File: config.mk
export PLATFORM = sky130hd
export DESIGN_NAME = tlb_lookup_fill_lfu
export DESIGN_NICKNAME = d
export VERILOG_FILES = /design/src/sv/tlb_lf_pkg.sv /design/src/sv/tlb_lf_cell.sv /design/src/sv/tlb_lookup_fill_lfu.sv
export SDC_FILE = /design/constraint.sdc
export NUM_CORES = 2
export LEC_CHECK = 0
export BUFFER_PORTS_ARGS = -buffer_cell sky130_fd_sc_hd__buf_2
export CAP_MARGIN = 20
export CORE_UTILIZATION = 60
export DETAILED_ROUTE_END_ITERATION = 7
export GPL_ROUTABILITY_DRIVEN = 0
export PLACE_DENSITY = 0.88
export SLEW_MARGIN = 30
export SYNTH_ARGS = -nofsm -noshare
export SYNTH_HDL_FRONTEND = slang
export SYNTH_SLANG_ARGS = --single-unit
File: constraint.sdc
create_clock -name clk -period 11 [get_ports clk]
set_input_delay 2.2 -clock clk [delete_from_list [all_inputs] [get_ports clk]]
set_output_delay 2.2 -clock clk [all_outputs]
set_load 0.005 [all_outputs]
File: src/sv/tlb_lf_pkg.sv
package tlb_lf_pkg;

    localparam int ENTRIES_DEF    = 16;
    localparam int PAGE_BITS_DEF  = 20;
    localparam int FRAME_BITS_DEF = 20;
    localparam int COUNT_BITS_DEF = 8;

    localparam int             CFG_W     = 5;
    localparam logic [CFG_W-1:0] CFG_RESET = 5'd16;

    localparam logic CMD_LOOKUP = 1'b0;
    localparam logic CMD_FILL   = 1'b1;

    typedef struct packed {
        logic vld;
        logic cmd;
        logic wr;
        logic found;
        logic free_found;
    } tok_ctrl_t;

    typedef struct packed {
        logic en;
        logic cmd;
        logic wr;
    } commit_t;

endpackage

File: src/sv/tlb_lf_cell.sv
module tlb_lf_cell #(
    parameter int IDX        = 0,
    parameter int ENTRIES    = tlb_lf_pkg::ENTRIES_DEF,
    parameter int PAGE_BITS  = tlb_lf_pkg::PAGE_BITS_DEF,
    parameter int FRAME_BITS = tlb_lf_pkg::FRAME_BITS_DEF,
    parameter int COUNT_BITS = tlb_lf_pkg::COUNT_BITS_DEF,
    localparam int IDX_W     = $clog2(ENTRIES),
    localparam int CNT_W     = $clog2(ENTRIES + 1)
) (
    input  logic                   clk,
    input  logic                   rst_n,
    input  logic [CNT_W-1:0]       n_active,
    input  tlb_lf_pkg::tok_ctrl_t  in_ctrl,
    input  logic [PAGE_BITS-1:0]   in_page,
    input  logic [FRAME_BITS-1:0]  in_frame,
    input  logic [IDX_W-1:0]       in_slot,
    input  logic [COUNT_BITS-1:0]  in_low,
    output tlb_lf_pkg::tok_ctrl_t  out_ctrl,
    output logic [PAGE_BITS-1:0]   out_page,
    output logic [FRAME_BITS-1:0]  out_frame,
    output logic [IDX_W-1:0]       out_slot,
    output logic [COUNT_BITS-1:0]  out_low,
    input  tlb_lf_pkg::commit_t    commit,
    input  logic [IDX_W-1:0]       commit_slot,
    input  logic [PAGE_BITS-1:0]   commit_page,
    input  logic [FRAME_BITS-1:0]  commit_frame
);

    localparam logic [IDX_W-1:0]      MY_IDX    = IDX_W'(IDX);
    localparam logic [CNT_W-1:0]      MY_POS    = CNT_W'(IDX);
    localparam logic [COUNT_BITS-1:0] COUNT_MAX = {COUNT_BITS{1'b1}};

    logic                  valid_reg, valid_next;
    logic                  dirty_reg, dirty_next;
    logic [COUNT_BITS-1:0] count_reg, count_next;
    logic [PAGE_BITS-1:0]  page_reg;
    logic [FRAME_BITS-1:0] frame_reg;

    tlb_lf_pkg::tok_ctrl_t tok_ctrl_reg, tok_ctrl_next;
    logic [PAGE_BITS-1:0]  tok_page_reg;
    logic [FRAME_BITS-1:0] tok_frame_reg, tok_frame_next;
    logic [IDX_W-1:0]      tok_slot_reg, tok_slot_next;
    logic [COUNT_BITS-1:0] tok_low_reg, tok_low_next;

    logic active;
    logic write_me;

    assign active   = MY_POS < n_active;
    assign write_me = commit.en && (commit_slot == MY_IDX);

    // Search step: lookups take the first valid match, fills the first free
    // entry or else the first entry holding the lowest use count.
    always_comb
    begin
        tok_ctrl_next  = in_ctrl;
        tok_frame_next = in_frame;
        tok_slot_next  = in_slot;
        tok_low_next   = in_low;
        if (in_ctrl.vld && active)
        begin
            if (in_ctrl.cmd == tlb_lf_pkg::CMD_LOOKUP)
            begin
                if (!in_ctrl.found && valid_reg && (page_reg == in_page))
                begin
                    tok_ctrl_next.found = 1'b1;
                    tok_frame_next      = frame_reg;
                    tok_slot_next       = MY_IDX;
                end
            end
            else if (!in_ctrl.free_found)
            begin
                if (!valid_reg)
                begin
                    tok_ctrl_next.free_found = 1'b1;
                    tok_slot_next            = MY_IDX;
                end
                else if (count_reg < in_low)
                begin
                    tok_low_next  = count_reg;
                    tok_slot_next = MY_IDX;
                end
            end
        end
    end

    always_comb
    begin
        valid_next = valid_reg;
        dirty_next = dirty_reg;
        count_next = count_reg;
        if (write_me)
        begin
            if (commit.cmd == tlb_lf_pkg::CMD_FILL)
            begin
                valid_next = 1'b1;
                dirty_next = commit.wr;
                count_next = '0;
            end
            else
            begin
                dirty_next = dirty_reg | commit.wr;
                if (count_reg != COUNT_MAX)
                begin
                    count_next = count_reg + 1'b1;
                end
            end
        end
    end

    always_ff @(posedge clk or negedge rst_n)
    begin
        if (!rst_n)
        begin
            valid_reg    <= 1'b0;
            dirty_reg    <= 1'b0;
            count_reg    <= '0;
            tok_ctrl_reg <= '0;
        end
        else
        begin
            valid_reg    <= valid_next;
            dirty_reg    <= dirty_next;
            count_reg    <= count_next;
            tok_ctrl_reg <= tok_ctrl_next;
        end
    end

    always_ff @(posedge clk)
    begin
        tok_page_reg  <= in_page;
        tok_frame_reg <= tok_frame_next;
        tok_slot_reg  <= tok_slot_next;
        tok_low_reg   <= tok_low_next;
        if (write_me && (commit.cmd == tlb_lf_pkg::CMD_FILL))
        begin
            page_reg  <= commit_page;
            frame_reg <= commit_frame;
        end
    end

    assign out_ctrl  = tok_ctrl_reg;
    assign out_page  = tok_page_reg;
    assign out_frame = tok_frame_reg;
    assign out_slot  = tok_slot_reg;
    assign out_low   = tok_low_reg;

endmodule

File: src/sv/tlb_lookup_fill_lfu.sv
// Fully associative translation buffer with least-frequently-used replacement. Each entry
// lives in one cell of a chain, and a request travels down the chain one cell per cycle,
// so a new request is not accepted until the one before it has passed the whole chain and
// its result has been registered for the output. A lookup (tuser 0) returns the frame of
// the lowest-index valid match and raises its use count; a fill (tuser 1) installs the page
// in the first free entry, or else in the first entry with the lowest use count. The entry
// count register must be written only while no request is in flight; the block itself does
// not enforce this. A value of 0 acts as 1 and one above ENTRIES acts as ENTRIES.
module tlb_lookup_fill_lfu #(
    parameter int ENTRIES    = tlb_lf_pkg::ENTRIES_DEF,
    parameter int PAGE_BITS  = tlb_lf_pkg::PAGE_BITS_DEF,
    parameter int FRAME_BITS = tlb_lf_pkg::FRAME_BITS_DEF,
    parameter int COUNT_BITS = tlb_lf_pkg::COUNT_BITS_DEF,
    localparam int IDX_W     = $clog2(ENTRIES),
    localparam int IN_RAW    = PAGE_BITS + 1 + FRAME_BITS,
    localparam int IN_W      = ((IN_RAW + 7) / 8) * 8,
    localparam int OUT_RAW   = 1 + FRAME_BITS + IDX_W + 1 + 32,
    localparam int OUT_W     = ((OUT_RAW + 7) / 8) * 8
) (
    input  logic                          clk,
    input  logic                          rst_n,
    input  logic                          cfg_we,
    input  logic [tlb_lf_pkg::CFG_W-1:0]  cfg_wdata,
    input  logic                          s_tvalid,
    output logic                          s_tready,
    // page_number, is_write, fill_frame
    input  logic [IN_W-1:0]               s_tdata,
    // command
    input  logic                          s_tuser,
    output logic                          m_tvalid,
    input  logic                          m_tready,
    // hit, frame, slot, replaced_valid, hits_so_far
    output logic [OUT_W-1:0]              m_tdata
);

    localparam int CNT_W = $clog2(ENTRIES + 1);

    localparam logic [1:0] ST_IDLE   = 2'd0;
    localparam logic [1:0] ST_SWEEP  = 2'd1;
    localparam logic [1:0] ST_COMMIT = 2'd2;

    logic [1:0] state_reg, state_next;

    logic [tlb_lf_pkg::CFG_W-1:0] cfg_reg;
    logic [CNT_W-1:0]             n_active;

    tlb_lf_pkg::tok_ctrl_t tok_ctrl  [0:ENTRIES];
    logic [PAGE_BITS-1:0]  tok_page  [0:ENTRIES];
    logic [FRAME_BITS-1:0] tok_frame [0:ENTRIES];
    logic [IDX_W-1:0]      tok_slot  [0:ENTRIES];
    logic [COUNT_BITS-1:0] tok_low   [0:ENTRIES];

    tlb_lf_pkg::tok_ctrl_t inj_ctrl_reg, inj_ctrl_next;
    logic [PAGE_BITS-1:0]  inj_page_reg;
    logic [FRAME_BITS-1:0] inj_frame_reg;

    tlb_lf_pkg::tok_ctrl_t res_ctrl_reg;
    logic [PAGE_BITS-1:0]  res_page_reg;
    logic [FRAME_BITS-1:0] res_frame_reg;
    logic [IDX_W-1:0]      res_slot_reg;

    logic             m_tvalid_reg, m_tvalid_next;
    logic [OUT_W-1:0] m_tdata_reg;
    logic [31:0]      hit_total_reg, hit_total_next;

    tlb_lf_pkg::commit_t commit;

    logic accept;
    logic out_free;
    logic fire;
    logic res_hit;
    logic res_replaced;

    assign accept   = s_tvalid && s_tready;
    assign s_tready = (state_reg == ST_IDLE);
    assign out_free = !m_tvalid_reg || m_tready;
    assign fire     = (state_reg == ST_COMMIT) && out_free;

    always_comb
    begin
        if (cfg_reg == '0)
        begin
            n_active = CNT_W'(1);
        end
        else if (32'(cfg_reg) > 32'(ENTRIES))
        begin
            n_active = CNT_W'(ENTRIES);
        end
        else
        begin
            n_active = CNT_W'(cfg_reg);
        end
    end

    always_comb
    begin
        inj_ctrl_next            = '0;
        inj_ctrl_next.vld        = accept;
        inj_ctrl_next.cmd        = s_tuser;
        inj_ctrl_next.wr         = s_tdata[PAGE_BITS];
    end

    assign tok_ctrl[0]  = inj_ctrl_reg;
    assign tok_page[0]  = inj_page_reg;
    assign tok_frame[0] = inj_frame_reg;
    assign tok_slot[0]  = '0;
    assign tok_low[0]   = {COUNT_BITS{1'b1}};

    assign res_hit      = (res_ctrl_reg.cmd == tlb_lf_pkg::CMD_LOOKUP) && res_ctrl_reg.found;
    assign res_replaced = (res_ctrl_reg.cmd == tlb_lf_pkg::CMD_FILL) && !res_ctrl_reg.free_found;

    always_comb
    begin
        commit.en  = fire && (res_hit || (res_ctrl_reg.cmd == tlb_lf_pkg::CMD_FILL));
        commit.cmd = res_ctrl_reg.cmd;
        commit.wr  = res_ctrl_reg.wr;
    end

    genvar g;
    generate
        for (g = 0; g < ENTRIES; g++)
        begin : g_cell
            tlb_lf_cell #(
                .IDX        (g),
                .ENTRIES    (ENTRIES),
                .PAGE_BITS  (PAGE_BITS),
                .FRAME_BITS (FRAME_BITS),
                .COUNT_BITS (COUNT_BITS)
            ) u_cell (
                .clk          (clk),
                .rst_n        (rst_n),
                .n_active     (n_active),
                .in_ctrl      (tok_ctrl[g]),
                .in_page      (tok_page[g]),
                .in_frame     (tok_frame[g]),
                .in_slot      (tok_slot[g]),
                .in_low       (tok_low[g]),
                .out_ctrl     (tok_ctrl[g+1]),
                .out_page     (tok_page[g+1]),
                .out_frame    (tok_frame[g+1]),
                .out_slot     (tok_slot[g+1]),
                .out_low      (tok_low[g+1]),
                .commit       (commit),
                .commit_slot  (res_slot_reg),
                .commit_page  (res_page_reg),
                .commit_frame (res_frame_reg)
            );
        end
    endgenerate

    always_comb
    begin
        state_next = state_reg;
        case (state_reg)
            ST_IDLE:
            begin
                if (accept)
                begin
                    state_next = ST_SWEEP;
                end
            end
            ST_SWEEP:
            begin
                if (tok_ctrl[ENTRIES].vld)
                begin
                    state_next = ST_COMMIT;
                end
            end
            ST_COMMIT:
            begin
                if (out_free)
                begin
                    state_next = ST_IDLE;
                end
            end
            default:
            begin
                state_next = ST_IDLE;
            end
        endcase
    end

    always_comb
    begin
        hit_total_next = hit_total_reg;
        if (fire && res_hit)
        begin
            hit_total_next = hit_total_reg + 32'd1;
        end
    end

    always_comb
    begin
        m_tvalid_next = m_tvalid_reg;
        if (fire)
        begin
            m_tvalid_next = 1'b1;
        end
        else if (m_tready)
        begin
            m_tvalid_next = 1'b0;
        end
    end

    always_ff @(posedge clk or negedge rst_n)
    begin
        if (!rst_n)
        begin
            state_reg     <= ST_IDLE;
            cfg_reg       <= tlb_lf_pkg::CFG_RESET;
            inj_ctrl_reg  <= '0;
            res_ctrl_reg  <= '0;
            m_tvalid_reg  <= 1'b0;
            hit_total_reg <= '0;
        end
        else
        begin
            state_reg     <= state_next;
            inj_ctrl_reg  <= inj_ctrl_next;
            m_tvalid_reg  <= m_tvalid_next;
            hit_total_reg <= hit_total_next;
            if (cfg_we)
            begin
                cfg_reg <= cfg_wdata;
            end
            if ((state_reg == ST_SWEEP) && tok_ctrl[ENTRIES].vld)
            begin
                res_ctrl_reg <= tok_ctrl[ENTRIES];
            end
        end
    end

    always_ff @(posedge clk)
    begin
        if (accept)
        begin
            inj_page_reg <= s_tdata[PAGE_BITS-1:0];
            if (s_tuser == tlb_lf_pkg::CMD_FILL)
            begin
                inj_frame_reg <= s_tdata[PAGE_BITS+FRAME_BITS:PAGE_BITS+1];
            end
            else
            begin
                inj_frame_reg <= '0;
            end
        end
        if ((state_reg == ST_SWEEP) && tok_ctrl[ENTRIES].vld)
        begin
            res_page_reg  <= tok_page[ENTRIES];
            res_frame_reg <= tok_frame[ENTRIES];
            res_slot_reg  <= tok_slot[ENTRIES];
        end
        if (fire)
        begin
            m_tdata_reg <= OUT_W'({hit_total_next, res_replaced, res_slot_reg,
                                   res_frame_reg, res_hit});
        end
    end

    assign m_tvalid = m_tvalid_reg;
    assign m_tdata  = m_tdata_reg;

endmodule

Yosys cells after proc, flatten, opt, wreduce, memory -nomap -nowiden
Cells that the tools add are included.

storage, ports and cells
  bits in registers = 1855
  input port bits = 59
  output and inout bits = 66
  word-level logic and storage cells = 810

cells by class
  add/sub/neg operators = 17
  magnitude comparators = 33
  eq/ne operators = 52
  muxes and demuxes = 343
  bitwise logic cells = 1
  reductions and logical operators = 159

operators by type and width
  cell                                                                          count
  20-bit 2-to-1 mux                                                             48
  8-bit 2-to-1 mux                                                              102
  4-bit 2-to-1 mux                                                              87
  20-bit equality test                                                          16
  8-bit by 1-bit adder with 8-bit output (second input constant)                16
  8-bit != test (second input constant)                                         16
  8-bit less-than comparator                                                    15
  1-bit logical AND                                                             86
  1-bit 2-to-1 mux                                                              83
  2-bit AND reduction                                                           32
  4-bit by 5-bit less-than comparator with 1-bit output (first input constant)  8
  2-bit 2-to-1 mux                                                              19
  2-bit nonzero test                                                            17
  32-bit by 1-bit adder with 32-bit output (second input constant)              1
  4-bit equality test (second input constant)                                   8
  32-bit 2-to-1 mux                                                             1
  3-bit by 5-bit less-than comparator with 1-bit output (first input constant)  4
  1-bit logical NOT                                                             17
  4-bit by 3-bit equality test with 1-bit output (second input constant)        4
  1-bit by 5-bit less-than comparator with 1-bit output (first input constant)  2
  2-bit by 5-bit less-than comparator with 1-bit output (first input constant)  2
  5-bit 2-to-1 mux                                                              2
  4-bit by 2-bit equality test with 1-bit output (second input constant)        2
  8-bit less-than comparator (second input constant)                            1
  14 further kinds                                                              16

Logic depth before layout (Yosys ltp)
  depth in word-level cells = 6
  depth in mapped cells = 9
  gate-level depth less buffers = 8

Cells and area by module
A second synthesis with hierarchy kept.

unflattened totals
  cells, all modules = 4220
  area, all modules = 66352.4 sq um

by module, submodules not included
  module                           times used  cells each  area an instance (sq um)  seq. area each (sq um)
  tlb_lookup_fill_lfu              1           365         6676.4                    5441.5
  tlb_lf_cell (g_cell[12].u_cell)  1           241         3771.1                    2592.5
  tlb_lf_cell (g_cell[3].u_cell)   1           241         3767.4                    2592.5
  tlb_lf_cell (g_cell[2].u_cell)   1           243         3766.1                    2592.5
  tlb_lf_cell (g_cell[11].u_cell)  1           244         3761.1                    2592.5
  tlb_lf_cell (g_cell[7].u_cell)   1           241         3749.8                    2592.5
  tlb_lf_cell (g_cell[6].u_cell)   1           241         3742.3                    2592.5
  tlb_lf_cell (g_cell[10].u_cell)  1           243         3741.1                    2592.5
  tlb_lf_cell (g_cell[5].u_cell)   1           243         3737.3                    2592.5
  tlb_lf_cell (g_cell[4].u_cell)   1           242         3732.3                    2592.5
  tlb_lf_cell (g_cell[13].u_cell)  1           244         3731.1                    2592.5
  tlb_lf_cell (g_cell[9].u_cell)   1           244         3728.6                    2592.5
  tlb_lf_cell (g_cell[14].u_cell)  1           239         3727.3                    2592.5
  tlb_lf_cell (g_cell[8].u_cell)   1           241         3723.6                    2592.5
  3 more rows                      -           -           -                         -

Worst setup path before layout
Ideal clock, no wire load.

  kind = input port to flip-flop
  from = in m_tready
  to = reg g_cell[3].u_cell.frame_reg[0], enable pin
  library setup time = 0.446 ns
  data arrival time = 4.821 ns
  required time = 10.554 ns
  slack = 5.733 ns
  stages on the path = 4
  path buffers = 1
  cells stage by stage = nor2b_1 > or4_1 > buf_2 > nor2_1

on the way
  longest elaborated chain between the ends = 5

ends and longest elaborated chain
  item                  line                        text
  from (decl)           tlb_lookup_fill_lfu.sv:31   input logic m_tready,
  1-bit logical OR      tlb_lookup_fill_lfu.sv:76   assign out_free = !m_tvalid_reg || m_tready;
  1-bit logical AND     tlb_lookup_fill_lfu.sv:77   assign fire = (state_reg == ST_COMMIT) && out_free;
  1-bit logical AND     tlb_lookup_fill_lfu.sv:114  commit.en = fire && (res_hit || (res_ctrl_reg.cmd == tlb_lf_pkg::CMD_FILL));
  1-bit logical AND     tlb_lf_cell.sv:49           assign write_me = commit.en && (commit_slot == MY_IDX);
  1-bit logical AND     tlb_lf_cell.sv:134          if (write_me && (commit.cmd == tlb_lf_pkg::CMD_FILL))
  to (signal assigned)  tlb_lf_cell.sv:137          frame_reg <= commit_frame;
  to (decl)             tlb_lf_cell.sv:37           logic [FRAME_BITS-1:0] frame_reg;

Every way passes these cells.
A chain may end at the register's enable or synchronous reset.

Final worst setup path
  from = in m_tready
  to = reg g_cell[5].u_cell.count_reg[7]

on the way
  longest elaborated chain between the ends = 5

ends and longest elaborated chain
  item                           line                        text
  1-bit logical OR               tlb_lookup_fill_lfu.sv:76
  1-bit logical AND              tlb_lookup_fill_lfu.sv:77
  1-bit logical AND              tlb_lookup_fill_lfu.sv:114
  1-bit logical AND              tlb_lf_cell.sv:49
  2-bit AND reduction (no line)  -
  to (signal assigned)           tlb_lf_cell.sv:123          count_reg <= count_next;
  to (decl)                      tlb_lf_cell.sv:35           logic [COUNT_BITS-1:0] count_reg, count_next;

Every way passes these cells.

==> flow_metrics.tcl <==
set metrics [dict create \
    gr-max-usage-layer "met2" \
    power_density_nw_per_um2 189 \
    ys_types 80 \
    clock_latency_ps 780 \
    clkSlewWorstSetupHoldPaths_ps 60 \
    nFillCells 6088 \
    hold_violations 0 \
    peakVddDrop_mv 0.152 \
    syn-cell-area_sq_um 63200 \
    ant_nets 0 \
    dpl.cell_count 5567 \
    dp_slack_ps 6090 \
    via_count 33765 \
    async_reset_ff_share_pct 13.7 \
    ys_warn_count 0 \
    nNetsFinal 4538 \
    hpwl_mm 78.6 \
    holdWs_ps 353 \
    cap_viol_max_count 0 \
    cp-end-kind "register" \
    track_usage_pct 24.6 \
    cts_setup_buffers 0 \
    synthFlopType "dfxtp_1" \
    cp_data_required_time_ps 11640 \
    synth_common_cells "dfxtp_1, edfxtp_1, mux2_2" \
    max_freq_ghz 0.255 \
    grt_pass1_vias 35663 \
    synth_top_area_share_pct 37.1 \
    ys_ff_latch 1844 \
    leakage_nw 28.4 \
    antenna_found_initial 1 \
    fin_crit_sh_pct 35.7 \
    ys_seq_area_share_pct 72.8 \
    multi_input_area_sq_um 16600 \
    cts_tree "built" \
    wl_mm 131 \
    grt_use_met1_pct 30.9 \
    netlist_instances 4104 \
    post_drt_wl_per_cell_um 22.2 \
    yosysMostFrequentCell "dfxtp_1" \
    num_io_pins 125 \
    final-max-slew-violation-count 0 \
    rows 118 \
    syn_avg_cell_area_sq_um 15.4 \
    drc_errors 0 \
    crit_path_start_kind "input port" \
    cts-resized-gates 0 \
    gr-usage-met3_pct 3.83 \
    synthToLayoutAreaGrowth_pct 12.9 \
    synth_edf_count 782 \
    min_period_ps 3930 \
    cp_max_fo 10 \
    fin_cells 5881 \
    finalSetupViolations 0 \
    grt_overflow_total 0 \
    synth_area_leaders "edfxtp_1, dfxtp_1, dfrtp_1, mux2_2, xor2_1" \
    drive_above_1_share_pct 20.4 \
    fin_skew_ps 31.9 \
    grt_use_met2_pct 42.8 \
    critPathKind "input port to register" \
    cts_sinks 1844 \
    synth_top_area_cell "edfxtp_1" \
    cts_hold_buf 0 \
    relSlewSlack_pct 36.9 \
    grt_max_degree 109 \
    drt-vias-per-instance 5.74 \
    grt_pass1_wl_mm 203 \
    clockBufferDepth 3 \
    arrival_ps 4560 \
    core_sq_um 104000 \
    seq_area_sq_um 46000 \
    drt_iter0_drc 2732 \
    h-tree-depth 4 \
    floorplan.initialDensity_pct 60.8 \
    chipWidth_um 327 \
    setup_tns_ps 0 \
    max_slew.worst_pin.slew_ps 947 \
    numCtsBuffers 164 \
    rsz0062_at_grt "false" \
    hp-class "register to register" \
    die_h_um 327 \
    dieArea_sq_um 107000 \
    root_buffer "clkbuf_16" \
    drt-pass1-iter-count 5 \
    io_buffers 110 \
    worst_slack_ps 7070 \
    status "finished clean" \
    insertedDiodeCount 0 \
    utilization_pct 68.7 \
]
[cells in the final DEF, fill, tap and decap left out, types with 99 or more instances in the layout]
cell type	count
xor2_1	233
dfxtp_1	809
nand4_1	99
edfxtp_1	782
inv_1	122
clkbuf_16	166
ha_1	122
buf_2	109
mux2_2	427
nand2_1	153
nor2_1	135
xnor2_1	193
dfrtp_1	251
[per-layer routing]
metal / part of all wire (%) / vias up
li1: - / 15209
met1: 40 / 16977
met2: 51 / 1273
met3: 5.6 / 306
met4: 3.2 / 0
met5: 0 / -
[critical path: stages]
cell and delay, ps:
buf_2 100, nand2b_1 270, nand4_2 660, a211oi_1 880, nand4_1 210, xor2_1 180
nor2_1 50
[final timing paths]
check                                              start                            end  slack [ps]  cells past startpoint
min                        g_cell[7].u_cell.out_page[12]  g_cell[8].u_cell.out_page[12]         350                      0
max                                             m_tready  g_cell[5].u_cell.count_reg[7]        7070                      7
max in group asynchronous                          rst_n  g_cell[0].u_cell.count_reg[2]        8170                      4
max reg2reg                                   cfg_reg[4]  g_cell[1].u_cell.out_frame[3]        7830                      5
min in group asynchronous                          rst_n              hit_total_reg[31]        1350                      1
min reg2reg                g_cell[7].u_cell.out_page[12]  g_cell[8].u_cell.out_page[12]         350                      0
[per-stage QoR]
stage / power, W / area, sq um
final: 0.0135 / 71400
after global routing: 0.0138 / 71400
after CTS: 0.0135 / 71300
after detailed placement: 0.00776 / 65800
after global placement: 0.00774 / 65500
after floorplan: 0.00764 / 63200
[logic make-up (layout without fill, tap and decap cells)]
group / after synthesis / after routing / share of synthesized area, %
AO/OA/AOI/OAI: 193 / 193 / 2.06
adder cells (fa/ha/maj): 122 / 122 / 2.41
other: 1 / 6 / 0.00593
multiplexers: 447 / 447 / 8.00
flip-flops: 1844 / 1844 / 72.8
XOR/XNOR: 426 / 426 / 5.90
buffers and inverters: 192 / 584 / 1.26
AND/OR/NAND/NOR: 879 / 879 / 7.58
[cell type report]
type                       instances  share of cell area (%)
sequential                      1844                    64.4
multi-input combinational       2073                    23.3
clock buffer                     240                    6.60
tap                             1380                    2.42
timing repair buffer             151                    1.53
clock inverter                    70                    1.12
inverter                         123                   0.648
[where the power goes]
| group | switching [W] | total [W] | internal (W) | leakage (nW) |
|---|---|---|---|---|
| Combinational | 0.000156 | 0.000296 | 0.000140 | 8.46 |
| Clock | 0.00254 | 0.00582 | 0.00327 | 2.71 |
| Sequential | 0.000107 | 0.00735 | 0.00725 | 17.2 |
| Total | 0.00281 | 0.0135 | 0.0107 | 28.4 |
(Power assumes the default switching activity.)
